$ cat src/cps_pkg.sv
// shared types, codes and widths of the cpu process scheduler
package cps_pkg;

  localparam int DEF_MAX_PROCS = 16;

  localparam int IN_DATA_W  = 48;
  localparam int OUT_DATA_W = 56;

  localparam logic [23:0] CYCLE_MAX = 24'hFFFFFF;
  localparam logic [15:0] SLICE_MAX = 16'hFFFF;

  // input item kinds
  localparam logic [1:0] CMD_LOAD  = 2'd0;
  localparam logic [1:0] CMD_START = 2'd1;
  localparam logic [1:0] CMD_TICK  = 2'd2;

  // scheduling algorithms
  localparam logic [2:0] ALG_FIFO = 3'd0;
  localparam logic [2:0] ALG_SJF  = 3'd1;
  localparam logic [2:0] ALG_SRT  = 3'd2;
  localparam logic [2:0] ALG_PRIO = 3'd3;
  localparam logic [2:0] ALG_RR   = 3'd4;

  // configuration register indexes
  localparam logic [1:0] REG_ALGO    = 2'd0;
  localparam logic [1:0] REG_QUANTUM = 2'd1;
  localparam logic [1:0] REG_PCOUNT  = 2'd2;

  // datapath operations
  localparam int OP_W = 4;
  localparam logic [OP_W-1:0] OP_NONE   = 4'd0;
  localparam logic [OP_W-1:0] OP_ACCEPT = 4'd1;
  localparam logic [OP_W-1:0] OP_START  = 4'd2;
  localparam logic [OP_W-1:0] OP_ARR    = 4'd3;
  localparam logic [OP_W-1:0] OP_SEL    = 4'd4;
  localparam logic [OP_W-1:0] OP_SCAN   = 4'd5;
  localparam logic [OP_W-1:0] OP_DEC    = 4'd6;
  localparam logic [OP_W-1:0] OP_TAKE   = 4'd7;
  localparam logic [OP_W-1:0] OP_SHIFT  = 4'd8;
  localparam logic [OP_W-1:0] OP_RUN    = 4'd9;
  localparam logic [OP_W-1:0] OP_DONE   = 4'd10;
  localparam logic [OP_W-1:0] OP_RES    = 4'd11;

  typedef struct packed {
    logic [OP_W-1:0] op;
  } ctrl_cmd_t;

  typedef struct packed {
    logic scan_end;
    logic sel_scan;
    logic sel_take;
    logic dec_take;
    logic out_free;
  } dp_status_t;

endpackage

$ cat src/cps_datapath.sv
// scheduler datapath: process tables, ready queue, run state and result register
module cps_datapath import cps_pkg::*; #(
  parameter int MAX_PROCS = DEF_MAX_PROCS
) (
  input  logic                  clk,
  input  logic                  rst,
  input  ctrl_cmd_t             cmd,
  output dp_status_t            status,
  input  logic [1:0]            in_command,
  input  logic [IN_DATA_W-1:0]  in_data,
  input  logic                  cfg_we,
  input  logic [1:0]            cfg_index,
  input  logic [15:0]           cfg_data,
  output logic                  m_valid,
  input  logic                  m_ready,
  output logic [OUT_DATA_W-1:0] m_data
);

  localparam int SW = $clog2(MAX_PROCS);
  localparam int CW = $clog2(MAX_PROCS + 1);

  // configuration
  logic [2:0]  algo;
  logic [15:0] quantum;
  logic [4:0]  pcount;

  // tables and queue
  logic [15:0]   arr_mem [MAX_PROCS];
  logic [15:0]   bur_mem [MAX_PROCS];
  logic [7:0]    pri_mem [MAX_PROCS];
  logic [15:0]   rem_mem [MAX_PROCS];
  logic          fin     [MAX_PROCS];
  logic [SW-1:0] q_mem   [MAX_PROCS];

  // run state
  logic [CW-1:0] qlen, qlen_next;
  logic          cv;
  logic [SW-1:0] cur;
  logic [15:0]   slice;
  logic [23:0]   next_cycle;

  // per item working registers
  logic [1:0]    in_cmd;
  logic [23:0]   cyc;
  logic [CW-1:0] idx;
  logic          found;
  logic [SW-1:0] best_pos;
  logic [15:0]   best_key;
  logic          push_cur;
  logic [SW-1:0] taken;
  logic          ran, comp, done_acc;

  logic [3:0]  in_pidx;
  logic [15:0] in_arr, in_bur;
  logic [7:0]  in_pri;
  logic        load_ok;

  logic [CW-1:0] n_valid, lim;
  logic [SW-1:0] ia, tab_a, q_rd;
  logic [15:0]   arr_rd, bur_rd, rem_rd, key;
  logic [7:0]    pri_rd;
  logic          fin_rd;
  logic          scan_end, idx_lt_n, arr_alg, alg13;
  logic          scan_hit, cur_arr;
  logic          sel_scan, sel_take, sel_push, sel_rr_clear;
  logic          dec_take, dec_drop;
  logic [15:0]   rem_dec;
  logic          run_fin;
  logic          push_req;
  logic          q_we;
  logic [SW-1:0] q_wa, q_wd;
  logic          out_free, res_load;
  logic [23:0]   o_tick;
  logic [3:0]    o_slot;
  logic [24:0]   o_ccyc;
  logic          o_done;

  assign in_pidx = in_data[3:0];
  assign in_arr  = in_data[19:4];
  assign in_bur  = in_data[35:20];
  assign in_pri  = in_data[43:36];
  assign load_ok = 32'(in_pidx) < MAX_PROCS;

  // valid entry count clipped to table depth
  always_comb begin
    if (32'(pcount) > MAX_PROCS) n_valid = CW'(MAX_PROCS);
    else n_valid = CW'(pcount);
  end

  // single read address per table
  assign ia   = idx[SW-1:0];
  assign q_rd = q_mem[ia];
  always_comb begin
    case (cmd.op)
      OP_SCAN:        tab_a = q_rd;
      OP_DEC, OP_RUN: tab_a = cur;
      default:        tab_a = ia;
    endcase
  end
  assign arr_rd = arr_mem[tab_a];
  assign bur_rd = bur_mem[tab_a];
  assign pri_rd = pri_mem[tab_a];
  assign rem_rd = rem_mem[tab_a];
  assign fin_rd = fin[tab_a];

  assign arr_alg = (algo == ALG_FIFO) || (algo == ALG_SRT) || (algo == ALG_RR);
  assign alg13   = (algo == ALG_SJF) || (algo == ALG_PRIO);

  // scan limit for the running operation
  always_comb begin
    case (cmd.op)
      OP_START:           lim = CW'(MAX_PROCS);
      OP_ARR:             lim = arr_alg ? n_valid : '0;
      OP_SCAN, OP_SHIFT:  lim = qlen;
      OP_DONE:            lim = n_valid;
      default:            lim = '0;
    endcase
  end
  assign scan_end = idx >= lim;
  assign idx_lt_n = idx < n_valid;

  // scan key and best-entry test
  always_comb begin
    case (algo)
      ALG_SJF: key = bur_rd;
      ALG_SRT: key = rem_rd;
      default: key = {8'd0, pri_rd};
    endcase
  end
  assign scan_hit = ({8'd0, arr_rd} <= cyc) && (!found || key < best_key);

  // selection decision before any scan
  always_comb begin
    sel_scan     = 1'b0;
    sel_take     = 1'b0;
    sel_push     = 1'b0;
    sel_rr_clear = 1'b0;
    case (algo)
      ALG_FIFO: sel_take = !cv && (qlen != '0);
      ALG_SJF:  sel_scan = !cv;
      ALG_SRT, ALG_PRIO: sel_scan = 1'b1;
      ALG_RR: begin
        sel_push     = cv && (slice >= quantum);
        sel_take     = (qlen != '0) && (sel_push || !cv);
        sel_rr_clear = sel_push || (!cv && (qlen != '0));
      end
      default: ;
    endcase
  end

  // decision after the queue scan
  assign cur_arr = cv && ({8'd0, arr_rd} <= cyc);
  always_comb begin
    dec_take = 1'b0;
    dec_drop = 1'b0;
    case (algo)
      ALG_SJF: dec_take = found;
      ALG_SRT: begin
        dec_drop = !cur_arr && !found;
        dec_take = !(cur_arr && (!found || rem_rd < best_key)) && !dec_drop;
      end
      ALG_PRIO: dec_take = found && (!cv || best_key[7:0] < pri_rd);
      default: ;
    endcase
  end

  // remaining burst decrement of the running process
  assign rem_dec = (rem_rd == 16'd0) ? 16'd0 : rem_rd - 16'd1;
  assign run_fin = cv && (rem_dec == 16'd0) && !fin_rd;

  // queue write port and length
  always_comb begin
    case (cmd.op)
      OP_ARR:   push_req = !scan_end && ({8'd0, arr_rd} == cyc);
      OP_START: push_req = !scan_end && alg13 && idx_lt_n;
      default:  push_req = 1'b0;
    endcase
    q_we      = 1'b0;
    q_wa      = qlen[SW-1:0];
    q_wd      = ia;
    qlen_next = qlen;
    if (push_req && (32'(qlen) < MAX_PROCS)) begin
      q_we      = 1'b1;
      qlen_next = qlen + CW'(1);
    end
    if (cmd.op == OP_SHIFT) begin
      if (!scan_end) begin
        q_we = 1'b1;
        q_wa = SW'(idx - CW'(1));
        q_wd = q_rd;
      end else if (push_cur) begin
        q_we = 1'b1;
        q_wa = SW'(qlen - CW'(1));
        q_wd = cur;
      end else begin
        qlen_next = qlen - CW'(1);
      end
    end
    if ((cmd.op == OP_ACCEPT) && (in_command == CMD_START)) qlen_next = '0;
  end

  assign out_free = !m_valid || m_ready;
  assign res_load = (cmd.op == OP_RES) && out_free;

  assign status.scan_end = scan_end;
  assign status.sel_scan = sel_scan;
  assign status.sel_take = sel_take;
  assign status.dec_take = dec_take;
  assign status.out_free = out_free;

  // table and queue storage
  always_ff @(posedge clk) begin
    if ((cmd.op == OP_ACCEPT) && (in_command == CMD_LOAD) && load_ok) begin
      arr_mem[SW'(in_pidx)] <= in_arr;
      bur_mem[SW'(in_pidx)] <= in_bur;
      pri_mem[SW'(in_pidx)] <= in_pri;
    end
    if (q_we) q_mem[q_wa] <= q_wd;
  end

  // result fields
  assign o_tick = (in_cmd == CMD_TICK) ? cyc : 24'd0;
  assign o_slot = ran ? 4'(cur) : 4'd0;
  assign o_ccyc = comp ? ({1'b0, cyc} + 25'd1) : 25'd0;
  assign o_done = (in_cmd == CMD_TICK) && done_acc;

  always_ff @(posedge clk) begin
    if (res_load) m_data <= {o_done, o_ccyc, comp, o_slot, ran, o_tick};
  end

  // control and run state
  always_ff @(posedge clk) begin
    if (rst) begin
      algo       <= ALG_FIFO;
      quantum    <= 16'd2;
      pcount     <= 5'd0;
      qlen       <= '0;
      cv         <= 1'b0;
      cur        <= '0;
      slice      <= 16'd0;
      next_cycle <= 24'd0;
      m_valid    <= 1'b0;
      in_cmd     <= CMD_LOAD;
      cyc        <= 24'd0;
      idx        <= '0;
      found      <= 1'b0;
      best_pos   <= '0;
      best_key   <= 16'd0;
      push_cur   <= 1'b0;
      taken      <= '0;
      ran        <= 1'b0;
      comp       <= 1'b0;
      done_acc   <= 1'b0;
      for (int i = 0; i < MAX_PROCS; i++) begin
        rem_mem[i] <= 16'd0;
        fin[i]     <= 1'b0;
      end
    end else begin
      if (cfg_we) begin
        case (cfg_index)
          REG_ALGO:    algo    <= cfg_data[2:0];
          REG_QUANTUM: quantum <= cfg_data;
          REG_PCOUNT:  pcount  <= cfg_data[4:0];
          default: ;
        endcase
      end
      qlen <= qlen_next;
      if (res_load) m_valid <= 1'b1;
      else if (m_ready) m_valid <= 1'b0;

      case (cmd.op)
        OP_ACCEPT: begin
          in_cmd   <= in_command;
          ran      <= 1'b0;
          comp     <= 1'b0;
          done_acc <= 1'b0;
          idx      <= '0;
          if (in_command == CMD_START) begin
            cv         <= 1'b0;
            cur        <= '0;
            slice      <= 16'd0;
            next_cycle <= 24'd0;
          end
          if (in_command == CMD_TICK) begin
            cyc <= next_cycle;
            if (next_cycle != CYCLE_MAX) next_cycle <= next_cycle + 24'd1;
          end
        end
        OP_START: begin
          if (!scan_end) begin
            rem_mem[ia] <= idx_lt_n ? bur_rd : 16'd0;
            fin[ia]     <= 1'b0;
            idx         <= idx + CW'(1);
          end
        end
        OP_ARR: begin
          if (!scan_end) idx <= idx + CW'(1);
        end
        OP_SEL: begin
          idx      <= '0;
          found    <= 1'b0;
          best_key <= 16'd0;
          push_cur <= sel_push;
          if (sel_rr_clear) slice <= 16'd0;
        end
        OP_SCAN: begin
          if (!scan_end) begin
            if (scan_hit) begin
              best_pos <= ia;
              best_key <= key;
              found    <= 1'b1;
            end
            idx <= idx + CW'(1);
          end
        end
        OP_DEC: begin
          idx      <= CW'(best_pos);
          push_cur <= cv;
          if (dec_drop) cv <= 1'b0;
        end
        OP_TAKE: begin
          taken <= q_rd;
          idx   <= idx + CW'(1);
        end
        OP_SHIFT: begin
          if (!scan_end) begin
            idx <= idx + CW'(1);
          end else begin
            cur <= taken;
            cv  <= 1'b1;
          end
        end
        OP_RUN: begin
          ran      <= cv;
          idx      <= '0;
          done_acc <= !(cv && !run_fin) && (qlen == '0);
          if (cv) begin
            rem_mem[cur] <= rem_dec;
            if (run_fin) begin
              fin[cur] <= 1'b1;
              comp     <= 1'b1;
              cv       <= 1'b0;
              slice    <= 16'd0;
            end else if ((algo == ALG_RR) && (slice != SLICE_MAX)) begin
              slice <= slice + 16'd1;
            end
          end
        end
        OP_DONE: begin
          if (!scan_end) begin
            if (rem_rd != 16'd0) done_acc <= 1'b0;
            idx <= idx + CW'(1);
          end
        end
        default: ;
      endcase
    end
  end

endmodule

$ cat src/cps_ctrl.sv
// scheduler controller: sequences the steps of each item
module cps_ctrl import cps_pkg::*; (
  input  logic       clk,
  input  logic       rst,
  input  logic       s_valid,
  input  logic [1:0] s_command,
  output logic       s_ready,
  input  dp_status_t status,
  output ctrl_cmd_t  cmd
);

  localparam int ST_W = 4;
  localparam logic [ST_W-1:0] ST_IDLE  = 4'd0;
  localparam logic [ST_W-1:0] ST_START = 4'd1;
  localparam logic [ST_W-1:0] ST_ARR   = 4'd2;
  localparam logic [ST_W-1:0] ST_SEL   = 4'd3;
  localparam logic [ST_W-1:0] ST_SCAN  = 4'd4;
  localparam logic [ST_W-1:0] ST_DEC   = 4'd5;
  localparam logic [ST_W-1:0] ST_TAKE  = 4'd6;
  localparam logic [ST_W-1:0] ST_SHIFT = 4'd7;
  localparam logic [ST_W-1:0] ST_RUN   = 4'd8;
  localparam logic [ST_W-1:0] ST_DONE  = 4'd9;
  localparam logic [ST_W-1:0] ST_RES   = 4'd10;

  logic [ST_W-1:0] state, state_next;

  assign s_ready = (state == ST_IDLE);

  // next state and datapath operation
  always_comb begin
    state_next = state;
    cmd.op     = OP_NONE;
    case (state)
      ST_IDLE: begin
        if (s_valid) begin
          cmd.op = OP_ACCEPT;
          case (s_command)
            CMD_START: state_next = ST_START;
            CMD_TICK:  state_next = ST_ARR;
            default:   state_next = ST_RES;
          endcase
        end
      end
      ST_START: begin
        cmd.op = OP_START;
        if (status.scan_end) state_next = ST_RES;
      end
      ST_ARR: begin
        cmd.op = OP_ARR;
        if (status.scan_end) state_next = ST_SEL;
      end
      ST_SEL: begin
        cmd.op = OP_SEL;
        if (status.sel_scan) state_next = ST_SCAN;
        else if (status.sel_take) state_next = ST_TAKE;
        else state_next = ST_RUN;
      end
      ST_SCAN: begin
        cmd.op = OP_SCAN;
        if (status.scan_end) state_next = ST_DEC;
      end
      ST_DEC: begin
        cmd.op = OP_DEC;
        state_next = status.dec_take ? ST_TAKE : ST_RUN;
      end
      ST_TAKE: begin
        cmd.op     = OP_TAKE;
        state_next = ST_SHIFT;
      end
      ST_SHIFT: begin
        cmd.op = OP_SHIFT;
        if (status.scan_end) state_next = ST_RUN;
      end
      ST_RUN: begin
        cmd.op     = OP_RUN;
        state_next = ST_DONE;
      end
      ST_DONE: begin
        cmd.op = OP_DONE;
        if (status.scan_end) state_next = ST_RES;
      end
      ST_RES: begin
        cmd.op = OP_RES;
        if (status.out_free) state_next = ST_IDLE;
      end
      default: state_next = ST_IDLE;
    endcase
  end

  always_ff @(posedge clk) begin
    if (rst) state <= ST_IDLE;
    else state <= state_next;
  end

endmodule

$ cat src/cpu_process_scheduler.sv
// cpu process scheduler: one item at a time, result held in an output register
// a tick handles one table or queue entry per cycle in the arrival, queue scan, queue
//   removal and completion passes
// items: the next item is taken once the result of the last one is in the output
//   register, even if it has not been transferred yet
// reset: synchronous, clears run state and registers; tables hold until loaded
module cpu_process_scheduler import cps_pkg::*; #(
  parameter int MAX_PROCS = DEF_MAX_PROCS
) (
  input  logic                  clk,
  input  logic                  rst,
  input  logic                  s_axis_tvalid,
  output logic                  s_axis_tready,
  // process_index[3:0], arrival_time[19:4], burst_length[35:20],
  // priority_level[43:36], zero pad
  input  logic [IN_DATA_W-1:0]  s_axis_tdata,
  // command[1:0]
  input  logic [1:0]            s_axis_tuser,
  output logic                  m_axis_tvalid,
  input  logic                  m_axis_tready,
  // tick_cycle[23:0], running_valid[24], running_slot[28:25],
  // completed_valid[29], completion_cycle[54:30], all_done[55]
  output logic [OUT_DATA_W-1:0] m_axis_tdata,
  input  logic                  cfg_we,
  input  logic [1:0]            cfg_index,
  input  logic [15:0]           cfg_data
);

  ctrl_cmd_t  cmd;
  dp_status_t status;

  cps_ctrl u_ctrl (
    .clk       (clk),
    .rst       (rst),
    .s_valid   (s_axis_tvalid),
    .s_command (s_axis_tuser),
    .s_ready   (s_axis_tready),
    .status    (status),
    .cmd       (cmd)
  );

  cps_datapath #(.MAX_PROCS(MAX_PROCS)) u_dp (
    .clk        (clk),
    .rst        (rst),
    .cmd        (cmd),
    .status     (status),
    .in_command (s_axis_tuser),
    .in_data    (s_axis_tdata),
    .cfg_we     (cfg_we),
    .cfg_index  (cfg_index),
    .cfg_data   (cfg_data),
    .m_valid    (m_axis_tvalid),
    .m_ready    (m_axis_tready),
    .m_data     (m_axis_tdata)
  );

endmodule

$ cat config.mk
export PLATFORM = sky130hd
export DESIGN_NAME = cpu_process_scheduler
export DESIGN_NICKNAME = d
export VERILOG_FILES = /design/src/cps_pkg.sv /design/src/cps_datapath.sv /design/src/cps_ctrl.sv /design/src/cpu_process_scheduler.sv
export SDC_FILE = /design/constraint.sdc
export NUM_CORES = 2
export LEC_CHECK = 0
export ABC_AREA = 1
export BUFFER_PORTS_ARGS = -buffer_cell sky130_fd_sc_hd__buf_2
export CAP_MARGIN = 20
export CELL_PAD_IN_SITES_DETAIL_PLACEMENT = 0
export CELL_PAD_IN_SITES_GLOBAL_PLACEMENT = 1
export CORE_MARGIN = 1
export CORE_UTILIZATION = 39
export DETAILED_ROUTE_END_ITERATION = 12
export HOLD_SLACK_MARGIN = 0.05
export PLACE_DENSITY_LB_ADDON = 0.1
export SLEW_MARGIN = 15
export SYNTH_ARGS = -nofsm -noshare
export SYNTH_HDL_FRONTEND = slang
export SYNTH_SLANG_ARGS = --single-unit
$ cat constraint.sdc
create_clock -name clk -period 7.39 [get_ports clk]
set_clock_uncertainty 0.1 [all_clocks]
set_input_delay 0.739 -clock clk [delete_from_list [all_inputs] [get_ports clk]]
set_output_delay 0.739 -clock clk [all_outputs]
set_load 0.02 [all_outputs]
==> impl_metrics.py <==
metrics = {
    "routing": {
        "firstDrtPassIters": 8,
        "via_count": 39200,
        "drc": 0,
        "drt_wl_total_microns": 163000,
        "detail_route.wl_per_cell_microns": 22.1,
        "drt_iter0_drc": 2896,
        "ant_nets": 0,
        "vias_per_cell": 5.32,
    },
    "power_and_ir_drop": {
        "p_sw_mw": 7.56,
        "p_leak_nw": 22.3,
        "power.share.clock_pct": 31.8,
        "p_int_mw": 13.0,
        "peakVddDrop_uv": 357,
        "pwr-share-comb_pct": 31.4,
        "pwr_density_cell_nw_per_um2": 331,
        "sw_frac_of_total_pct": 36.8,
        "seq_power_share_pct": 36.8,
    },
    "hold_path": {
        "hold_start": "cfg_data[12]",
        "hold_depth": 3,
        "min_path_type": "input port to flop",
        "hold_end": "u_dp.quantum[12]",
    },
    "yosys": {
        "syn_area_sq_um": 54800,
        "ys_seq_elements": 1175,
        "yosysSeqAreaShare_pct": 61.8,
        "syn_inst": 5318,
        "syn_area_per_cell_sq_um": 10.3,
        "async_flop_share_pct": 0,
        "ys.flop_type": "edfxtp_1",
        "syn-num-nets": 5481,
        "ys_warn_count": 0,
        "synth.distinct_cells": 63,
        "synth_edf_count": 1032,
    },
    "critical_path": {
        "rrSetupSlack_ps": 820,
        "arrival_ps": 6930,
        "crit_path_end_kind": "flop",
        "crit_path_frequent_cell": "nand2_1",
        "max_stage_delay_ps": 440,
        "crit_type": "flop to flop",
        "cp_slowest_cell": "nand3_2",
        "worstPathMaxFanout": 36,
        "worstPathRequired_ps": 7740,
        "r2r-end": "u_dp.fin[13]",
        "worst_setup_path_start_kind": "flop",
        "reg2regPathDepth": 31,
    },
    "sta": {
        "fin_crit_ps": 6570,
        "hold_viol": 0,
        "drv_slew": 0,
        "fin_crit_sh_pct": 88.9,
        "rsz0062_at_grt": "no",
        "fmax_mhz": 152,
        "slew_headroom_pct": 27.9,
        "fin_setup_tns_ps": 0,
        "setup_viol": 0,
        "tightest_slew_ps": 1080,
    },
    "cts": {
        "path_clk_slew_ps": 60,
        "clock_path_buffers": 3,
        "cts_resized": 0,
        "post_cts_buffers": 0,
        "ctsRootBufferMaster": "clkbuf_16",
        "numCtsBuffers": 135,
        "postCtsHoldBufs": 0,
        "cts_tree": "built",
        "htreeDepth": 4,
        "cts_sinks": 1175,
        "insertion_delay_ps": 780,
    },
    "layout": {
        "area_delta_synth_final_pct": 13.2,
        "final_cell_mix": "edfxtp_1, nand2_1, inv_1",
        "drive_gt1_share_pct": 10.3,
        "final_util_pct": 44.5,
        "final_nets": 5549,
        "final_common_cell": "edfxtp_1",
    },
    "floorplan": {
        "dieArea_sq_um": 142000,
        "die_y_microns": 377,
        "start_util_pct": 39.3,
        "coreArea_sq_um": 139000,
        "ios": 131,
        "row_count": 137,
        "die_w_microns": 377,
    },
    "grt": {
        "grt_overflow_total": 0,
        "grt_use_total_pct": 22.8,
        "grt_max_degree": 147,
        "grt_pass1_vias": 37400,
        "antenna_found_initial": 14,
        "grt_first_pass_wirelength_microns": 243000,
    },
    "place": {
        "io_buffer_count": 126,
        "dpl.hpwl_microns": 97700,
        "place.gp.congestion": 0.848,
    },
    "run_status": {
        "status": "completed",
    },
    "run": {
        "max_cap_violations": 0,
    },
}
[state kept, by name, indices dropped and copies added, names as in the netlist, 5 cells and up, named ones only]
register and flops:
u_dp.qlen 5, u_dp.pri_mem 128, u_dp.next_cycle 24, u_dp.idx 5
u_dp.arr_mem 256, u_dp.q_mem 64, u_dp.slice 16, u_dp.quantum 16
u_dp.fin 16, u_dp.pcount 5, u_dp.bur_mem 256, u_dp.best_key 16
u_dp.cyc 24, u_dp.rem_mem 256, u_dp.m_data 56
[stage by stage]
| stage | instance area, sq um | total power [mW] | setup slack [ps] | std cells | hold WS [ps] |
|---|---|---|---|---|---|
| 3_5_place_dp | 57700 | 14.1 | 871 | 7125 | 353 |
| 4_1_cts | 62000 | 20.7 | 861 | 7367 | 92.9 |
| 2_1_floorplan | 54800 | 11.7 | 1600 | 5318 | 330 |
| 6_report | 62000 | 20.5 | 818 | 7372 | 157 |
| 3_3_place_gp | 57600 | 14.1 | 897 | 7121 | 346 |
| 5_1_grt | 62000 | 21.5 | 391 | 7368 | 141 |
[critical path: cells and delay by family (launching register included)]
kind	cells	cell delay (ps)
buf+inv	4	970
compound gates	2	390
flops	1	330
fa+ha+maj	1	180
simple gates	24	4230
[metal layers]
metal | up-vias | track usage [%] | routed length (microns)
li1 | 18800 | - | -
met1 | 19200 | 31.8 | 74900
met2 | 960 | 37.0 | 76500
met3 | 247 | 3.03 | 7290
met4 | 10 | 6.93 | 4030
met5 | - | 0 | 58
[worst max path at each step]
stage                     cells after the start  slack [ps]       startpoint           endpoint
final                                        31         820             flop       u_dp.fin[13]
after global routing                         31         390             flop       u_dp.fin[13]
after CTS                                    31         860             flop        u_dp.fin[4]
after detailed placement                     31         870             flop        u_dp.fin[4]
after global placement                       31         900             flop        u_dp.fin[4]
after floorplan                              33        1600  u_ctrl.state[1]  u_dp.q_mem[10][0]
[cell usage after synthesis (16+ instances only)]
cell type  count  share of area, %
mux2_2        30              0.62
nand3_1      426               3.9
ha_1          90               2.1
buf_4         26              0.36
nand2_2       16              0.18
buf_2         76              0.69
dfxtp_1      143               5.2
a21oi_1      274               2.5
o21ai_1       25              0.23
mux2i_1      101               1.8
a31oi_1       59              0.67
o211ai_1     104               1.4
clkbuf_1     185               1.3
nand2_1      716               4.9
nor3_1        60              0.55
buf_1         23              0.16
nand4_1      182               2.1
o311ai_0      53              0.85
inv_1        661               4.5
nor2_1       544               3.7
o21ai_0      316               2.9
edfxtp_1    1032                57
a211oi_1      19              0.26
[power by group through the flow]
| stage | clock (mW) | sequential [mW] | combinational, mW |
|---|---|---|---|
| 2_1_floorplan | 0 | 7.67 | 4.08 |
| 3_3_place_gp | 0 | 7.68 | 6.43 |
| 3_5_place_dp | 0 | 7.69 | 6.46 |
| 4_1_cts | 6.69 | 7.55 | 6.48 |
| 5_1_grt | 6.91 | 7.56 | 7.06 |
| 6_report | 6.53 | 7.55 | 6.44 |
[layout make-up]
| type | instances | area, sq um |
|---|---|---|
| antenna | 5 | 12.5 |
| clock buffer | 165 | 3550 |
| clock inverter | 77 | 729 |
| fill | 13200 | 77400 |
| inverter | 678 | 2550 |
| multi-input combinational | 3147 | 17100 |
| sequential | 1175 | 33900 |
| tap | 1876 | 2350 |
| timing repair buffer | 249 | 1830 |
[kinds of logic (layout without fill, tap and decap cells)]
| group | after synthesis | count (layout) | synth area share (%) |
|---|---|---|---|
| fa+ha+maj | 90 | 90 | 2.06 |
| buf+inv | 996 | 1169 | 7.29 |
| simple gates | 2002 | 2002 | 16.4 |
| mux | 131 | 131 | 2.46 |
| flops | 1175 | 1175 | 61.8 |
| other cells | 0 | 5 | 0 |
| compound gates | 908 | 908 | 9.72 |
| xor+xnor | 16 | 16 | 0.256 |
Note: power is estimated with default switching activity, not from simulation.
